`src/rtl/scu_pkg.sv`:
```
// ----------------------------------------------------------------------------
// scu_pkg: shared constants, types and rounding helpers
// Fixed-point formats and constants for the sine/cosine pipeline.
// ----------------------------------------------------------------------------
package scu_pkg;

  localparam int AngleFracBits = 18;
  localparam int OutFracBits   = 30;

  // octant index width follows from the largest magnitude 2^(31 - AngleFracBits)
  localparam int JW = 32 - AngleFracBits;

  localparam logic [63:0] FourOverPiQ32 = 64'h0000_0001_45F3_06DD;
  localparam logic [31:0] FourOverPiLo  = FourOverPiQ32[31:0];
  localparam logic [63:0] PiOver4Q60    = 64'h0C90_FDAA_2216_8C23;
  localparam logic [29:0] PiHi          = 30'(PiOver4Q60 >> 30);
  localparam logic [29:0] PiLo          = PiOver4Q60[29:0];

  localparam logic signed [31:0] CosK1 = 32'sd52470;
  localparam logic signed [31:0] CosK2 = 32'sd2982278;
  localparam logic signed [31:0] CosK3 = 32'sd89478440;
  localparam logic signed [31:0] SinK1 = 32'sd419088;
  localparam logic signed [31:0] SinK2 = 32'sd17893179;
  localparam logic signed [31:0] SinK3 = 32'sd357913682;
  localparam logic signed [33:0] OneQ31 = 34'sd2147483648;

  typedef struct packed {
    logic sin_neg;
    logic cos_neg;
    logic swap;
  } oct_flags_t;

  // round to nearest, halves away from zero; s >= 1
  function automatic logic signed [63:0] round_shift(logic signed [63:0] v, int s);
    logic        neg;
    logic [63:0] m;
    neg = v[63];
    m   = neg ? (64'd0 - 64'(v)) : 64'(v);
    m   = (m + (64'd1 << (s - 1))) >> s;
    return neg ? $signed(64'd0 - m) : $signed(m);
  endfunction

  function automatic logic [31:0] finish(logic signed [33:0] v, logic neg);
    logic signed [63:0] o;
    logic signed [63:0] lim;
    lim = 64'sd1 <<< OutFracBits;
    o   = round_shift(64'(v), 31 - OutFracBits);
    if (neg) begin
      o = -o;
    end
    if (o > lim) begin
      o = lim;
    end
    if (o < -lim) begin
      o = -lim;
    end
    return o[31:0];
  endfunction

endpackage

```
`src/rtl/scu_reduce.sv`:
```
// ----------------------------------------------------------------------------
// scu_reduce: octant selection and argument reduction
// Five stages: magnitude, 4/pi product, octant index, index*pi/4, reduced r.
// ----------------------------------------------------------------------------
module scu_reduce (
  input  logic                 clk_i,
  input  logic                 rst_ni,
  input  logic                 in_valid_i,
  output logic                 in_ready_o,
  input  logic [31:0]          angle_i,
  output logic                 out_valid_o,
  input  logic                 out_ready_i,
  output logic signed [31:0]   r_o,
  output scu_pkg::oct_flags_t  flags_o
);

  localparam int NS = 5;

  logic [NS-1:0] v_q;
  logic [NS-1:0] en;

  always_comb begin
    en[NS-1] = !v_q[NS-1] || out_ready_i;
    for (int k = NS - 2; k >= 0; k--) begin
      en[k] = !v_q[k] || en[k+1];
    end
  end

  always_ff @(posedge clk_i or negedge rst_ni) begin
    if (!rst_ni) begin
      v_q <= '0;
    end else begin
      if (en[0]) v_q[0] <= in_valid_i;
      for (int k = 1; k < NS; k++) begin
        if (en[k]) v_q[k] <= v_q[k-1];
      end
    end
  end

  // stage 1: sign and magnitude
  logic        neg1_q;
  logic [31:0] mag1_q;
  always_ff @(posedge clk_i) begin
    if (en[0]) begin
      neg1_q <= angle_i[31];
      mag1_q <= angle_i[31] ? (32'd0 - angle_i) : angle_i;
    end
  end

  // stage 2: low part of mag * 4/pi
  logic        neg2_q;
  logic [31:0] mag2_q;
  logic [63:0] prod2_q;
  always_ff @(posedge clk_i) begin
    if (en[1]) begin
      neg2_q  <= neg1_q;
      mag2_q  <= mag1_q;
      prod2_q <= 64'(mag1_q) * 64'(scu_pkg::FourOverPiLo);
    end
  end

  // stage 3: octant index, rounded up to even
  logic [63:0]              sum3;
  logic [scu_pkg::JW-1:0]   j3;
  logic [scu_pkg::JW-1:0]   je3;
  scu_pkg::oct_flags_t      fl3;
  always_comb begin
    sum3 = prod2_q + (64'(mag2_q) << 32);
    j3   = scu_pkg::JW'(sum3 >> (scu_pkg::AngleFracBits + 32));
    je3  = j3 + scu_pkg::JW'(j3[0]);
    fl3.sin_neg = neg2_q ^ je3[2];
    fl3.cos_neg = je3[2] ^ je3[1];
    fl3.swap    = je3[1] ^ je3[0];
  end

  logic [scu_pkg::JW-1:0] j3_q;
  logic [31:0]            mag3_q;
  scu_pkg::oct_flags_t    fl3_q;
  always_ff @(posedge clk_i) begin
    if (en[2]) begin
      j3_q   <= je3;
      mag3_q <= mag2_q;
      fl3_q  <= fl3;
    end
  end

  // stage 4: index * pi/4 in two partial products
  logic [63:0]         ph4_q;
  logic [63:0]         pl4_q;
  logic [31:0]         mag4_q;
  scu_pkg::oct_flags_t fl4_q;
  always_ff @(posedge clk_i) begin
    if (en[3]) begin
      ph4_q  <= 64'(j3_q) * 64'(scu_pkg::PiHi);
      pl4_q  <= 64'(j3_q) * 64'(scu_pkg::PiLo);
      mag4_q <= mag3_q;
      fl4_q  <= fl3_q;
    end
  end

  // stage 5: reduced argument, wrapped Q60 rounded to Q31
  logic [63:0]        ru5;
  logic signed [63:0] r5;
  always_comb begin
    ru5 = (64'(mag4_q) << (60 - scu_pkg::AngleFracBits)) - ((ph4_q << 30) + pl4_q);
    r5  = scu_pkg::round_shift($signed(ru5), 29);
  end

  logic signed [31:0]  r5_q;
  scu_pkg::oct_flags_t fl5_q;
  always_ff @(posedge clk_i) begin
    if (en[4]) begin
      r5_q  <= r5[31:0];
      fl5_q <= fl4_q;
    end
  end

  assign in_ready_o  = en[0];
  assign out_valid_o = v_q[NS-1];
  assign r_o         = r5_q;
  assign flags_o     = fl5_q;

endmodule

```
`config.mk`:
```
export PLATFORM = sky130hd
export DESIGN_NAME = scu_reduce
export DESIGN_NICKNAME = d
export VERILOG_FILES = /design/src/rtl/scu_pkg.sv /design/src/rtl/scu_reduce.sv
export SDC_FILE = /design/constraint.sdc
export NUM_CORES = 2
export LEC_CHECK = 0
export BUFFER_PORTS_ARGS = -buffer_cell sky130_fd_sc_hd__buf_4
export CAP_MARGIN = 30
export CORE_ASPECT_RATIO = 1.25
export CORE_UTILIZATION = 65
export DETAILED_ROUTE_END_ITERATION = 10
export MAX_ROUTING_LAYER = met4
export PLACE_DENSITY = 0.82
export SYNTH_ARGS = -nofsm -noshare
export SYNTH_HDL_FRONTEND = slang
export SYNTH_SLANG_ARGS = --single-unit
```
`constraint.sdc`:
```
create_clock -name clk_i -period 16.2 [get_ports clk_i]
set_input_delay 1.62 -clock clk_i [delete_from_list [all_inputs] [get_ports clk_i]]
set_output_delay 1.62 -clock clk_i [all_outputs]
set_load 0.02 [all_outputs]
```
* Yosys cells after proc, flatten, opt, wreduce, memory -nomap -nowiden
Index checks and enable logic that the tools add are counted.
** Word-level totals
- Register bits after elaboration :: 308
- Input port bits :: 36
- Output and inout port bits :: 37
- Word-level logic and storage cells :: 53
** Cells by class
- Add/sub/neg operators :: 8
- $mul :: 3
- Multiplexer cells :: 3
- Bitwise gates (word level) :: 3
- Reductions and logical operators :: 10
** Operator list (count)
- 63-bit by 64-bit adder with 64-bit output :: 1
- 64-bit by 44-bit adder with 64-bit output :: 1
- 1-bit by 32-bit subtractor with 32-bit output, first input constant :: 2
- 64-bit subtractor :: 1
- 32-bit by 31-bit multiplier with 63-bit output, second input constant :: 1
- 61-bit by 29-bit adder with 61-bit output, second input constant :: 1
- 61-bit 2-to-1 mux :: 1
- 1-bit by 61-bit subtractor with 61-bit output, first input constant :: 1
- 14-bit by 30-bit multiplier with 44-bit output, second input constant :: 1
- 32-bit 2-to-1 mux :: 1
- 14-bit by 27-bit multiplier with 31-bit output, second input constant :: 1
- 31-bit 2-to-1 mux :: 1
- 14-bit by 1-bit adder with 14-bit output :: 1
- 1-bit zero test :: 5
- 1-bit logical OR :: 5
- 1-bit bitwise XOR :: 3

* Longest topological paths before layout
- Word-level depth :: 7
- Mapped depth :: 33
- Depth with buffers taken out :: 33

* Least setup slack after synthesis
OpenSTA, ideal clock, no wires.
- Path kind :: register to register
- From :: register mag1_q[7]
- To :: register prod2_q[62] (data pin)
- Library setup time :: 0.260 ns
- Arrival :: 8.077 ns
- Data required time :: 15.940 ns
- Path slack :: 7.863 ns
- Stages on the path, launching flop included :: 34
- Buffers on the path :: 0
- Period minus slack after synthesis :: 8.337 ns
- Cell sequence :: edfxtp_1 ha_1 inv_1 fa_1 inv_1 fa_1 inv_1 fa_1 inv_1 fa_1 fa_1 inv_1 fa_1 inv_1 fa_1 ha_1 o21a_1 o21ai_0 a41oi_1 o21a_1 o21ai_0 nor3_1 a21oi_1 a21oi_1 a2111oi_0 o41ai_1 a221o_1 a21oi_1 o31ai_1 and2_1 o21ai_0 nand2b_1 a21oi_1 xnor2_1
** On the way
- Cells in the longest elaborated chain, start to end :: 1
** Ends and longest elaborated chain
- from (decl) :: RTL line scu_reduce.sv:42 : logic [31:0] mag1_q;
- from (signal assigned) :: RTL line scu_reduce.sv:46 : mag1_q <= angle_i[31] ? (32'd0 - angle_i) : angle_i;
- 32-bit by 31-bit multiplier with 63-bit output :: RTL line scu_reduce.sv:58 : prod2_q <= 64'(mag1_q) * 64'(scu_pkg::FourOverPiLo);
- to (signal assigned) :: RTL line scu_reduce.sv:58
- to (decl) :: RTL line scu_reduce.sv:53 : logic [63:0] prod2_q;
No other way between the ends.
A chain may end at the register's enable or synchronous reset.

* Worst setup path after layout
- From :: register mag1_q[10]
- To :: register prod2_q[62] (data pin)
Same word-level chain as after synthesis.

==> Implementation_results.wiki <==
{| class="wikitable"
! Metric !! Value
|-
| Post-CTS Setup Inserts || 0
|-
| Sort of element at the start of the critical path || flop
|-
| Total clock buffers created by CTS || 30
|-
| Dominant cell type by count on the critical path || fa_1
|-
| Die area || 0.0679 sq mm
|-
| Post-CTS clock slew at the launch and capture registers of the worst setup and hold paths || 80 ps
|-
| Sequential area share after synthesis || 18.6%
|-
| Number of rows created at floorplan || 105
|-
| Final hold violations || 0
|-
| Core region area || 0.0660 sq mm
|-
| Family of cells with the greatest summed delay on the critical path || adder cells
|-
| Maximum level of the CTS H-tree || 1
|-
| Post-route minimum period || 10190 ps
|-
| CP peak stage delay || 800 ps
|-
| Final period utilization || 62.9%
|-
| Post-synth cell types || 98
|-
| IO Port Bufs || 72
|-
| Vias after detailed routing || 31.1k
|-
| Reg2Reg Launch Point || mag1_q[10]
|-
| DRC Markers || 16
|-
| Clock skew after layout || 24.2 ps
|-
| Top library cells by usage in the layout, fill and taps aside || inv_1, ha_1, fa_1, edfxtp_1, xnor2_1
|-
| Maximum number of pins on one net before global-route repair || 72
|-
| Layout cell share with drive strength beyond 1 || 4.76%
|-
| Fin nets || 5666
|-
| Critical-path cell with the highest stage delay || a2111oi_0
|-
| Critical Path AT || 10550 ps
|-
| Placer's final routability congestion estimate || 0.965
|-
| Sum of buffers and inverters on the critical path || 6
|-
| CTS Root Cell || clkbuf_16
|-
| Critical path required time || 16560 ps
|-
| Nets in the synthesized netlist || 5588
|-
| Launch point of the critical path || mag1_q[10]
|-
| Share of the synthesized area in the top cell type || 26.9%
|-
| Layout overhead on the synthesized area || 6.20%
|-
| CTS Buffer Depth || 3
|-
| Post-synth EDFFs || 265
|-
| Number of max-slew violations in the final report || 0
|-
| Chip Width || 233 um
|-
| Global-route congestion overflow total || 0
|-
| Share of flip-flops with an asynchronous set or reset || 1.85%
|-
| Via-per-instance ratio || 6.02
|-
| Number of DRC violations after detailed-routing iteration 0 || 1824
|-
| MaxCap Viol Count || 0
|-
| Overall global routing resource usage || 35.4%
|-
| Drt first pass iters || 9
|-
| Number of failing setup endpoints in the final timing report || 0
|-
| Clock insertion delay at the later pin of the skew report || 620 ps
|-
| Failing checks || design-rule violations
|-
| Number of sinks driven by the clock tree || 270
|-
| Total of cells resized after clock tree synthesis || 0
|-
| Initial core utilization || 65.9%
|-
| Start point of the worst min-delay path || mag3_q[21]
|-
| Count of mapped cells out of synthesis || 4208
|-
| Ports placed on the boundary || 73
|-
| Class of the tightest hold or removal check || flop to flop
|-
| HPWL Detailed || 93800 um
|-
| Cell area after synthesis || 0.0435 sq mm
|-
| Fill count || 4858
|-
| Relative slew slack || 28.3%
|-
| Global-route wire length before repair || 178000 um
|-
| Most common cell after layout, fill and taps aside || inv_1
|-
| Library cell with the largest summed area after synthesis || fa_1
|-
| Run status || finished, violations left
|-
| Top FF cell, synth || edfxtp_1
|-
| Post-route antenna net violation count || 0
|-
| Die Y-Extent || 291 um
|-
| Highest clock frequency the design can meet || 0.0981 GHz
|-
| Mean routed wirelength per cell || 21.7 um
|-
| Initial antenna violation count || 1
|-
| CP Class || flop to flop
|-
| Flops & latches, synth || 270
|-
| Routed WL || 112000 um
|-
| Setup crit end kind || flop
|-
| Via count of the first global-routing pass || 33.4k
|-
| Synth area leaders || fa_1, ha_1, edfxtp_1, inv_1, xnor2_1
|-
| Total Negative Setup Slacks || 0 ps
|-
| Peak fanout along the critical path || 12
|-
| Worst-margin pin slew || 1070 ps
|-
| Hold buffer count at cts || 0
|-
| Setup repair after global routing missed its margin || no
|-
| Warnings from Yosys || 0
|-
| Avg Cell Area, Syn || 10.3 sq um
|-
| TritonCTS clock tree || built
|}
## flip-flops by register name, indices dropped and copies added, names as in the netlist, 3 cells and up
name	flops
mag1_q	32
v_q	5
j3_q	13
flags_o	3
mag3_q	22
ph4_q	29
r_o	32
mag2_q	32
pl4_q	43
prod2_q	31
mag4_q	22
## metal layers
layer | GRT usage [%] | vias up | part of all wire [%]
li1 | - | 14300 | -
met1 | 36.9 | 15400 | 35
met2 | 63.3 | 1000 | 53
met3 | 4.28 | 398 | 4.8
met4 | 20.9 | 0 | 7.2
met5 | - | - | 0
## synthesized netlist by cell type (all sizes together) (23+ instances only)
cell type,instances
nand2,165
a21oi,151
and2,23
clkbuf,43
xnor2,182
o21ai,109
or3,44
nor3,87
o21a,30
nor2,139
nand2b,29
nand3,61
nand4,39
o31ai,28
fa,585
inv,925
nor4,27
a21o,65
and3,23
edfxtp,265
ha,759
o21bai,33
xor2,80
## area by class of cell
class | count | area, sq um | area share, %
flip-flops and latches | 270 | 8080 | 17.5
diodes | 2 | 5.00 | 0.0108
clock inverters | 21 | 267 | 0.577
well taps | 856 | 1070 | 2.32
multi-input cells | 2960 | 31700 | 68.8
repair buffers | 99 | 756 | 1.64
inverters | 925 | 3470 | 7.52
clock buffers | 35 | 769 | 1.67
## cells by family (layout without fill, tap and decap cells)
group	after synthesis	count (layout)	share of synthesized area (%)
XOR/XNOR	262	262	5.28
adder cells (fa/ha/maj)	1344	1344	48.8
buffers and inverters	978	1080	8.48
other	0	2	0
flip-flops	270	270	18.6
AO/OA/AOI/OAI	611	611	9.82
multiplexers	9	9	0.207
AND/OR/NAND/NOR	734	734	8.83
## stage by stage
step / cells / worst slack [ps] / hold WS, ps / util [%] / instance area (sq um)
after detailed placement: 5108 / 6230 / 405 / 68.4 / 45100
after CTS: 5164 / 5970 / 408 / 69.9 / 46100
after global routing: 5167 / 5640 / 418 / 70.0 / 46200
after global placement: 5106 / 6370 / 402 / 68.4 / 45100
final: 5168 / 6010 / 407 / 70.0 / 46200
after floorplan: 4208 / 7860 / 400 / - / 43500
## worst paths after layout
path                          endpoint  slack [ps]  depth (start not counted)
setup / recovery           prod2_q[62]        6010                         33
hold / removal              mag4_q[21]         410                          0
setup reg to reg           prod2_q[62]        6010                         33
hold reg to reg             mag4_q[21]         410                          0
max in group asynchronous       v_q[0]       15300                          1
min in group asynchronous       v_q[4]         800                          1
Power is not shown: default switching activity piles up to over one toggle a cycle in this logic, so the estimate is an artifact.
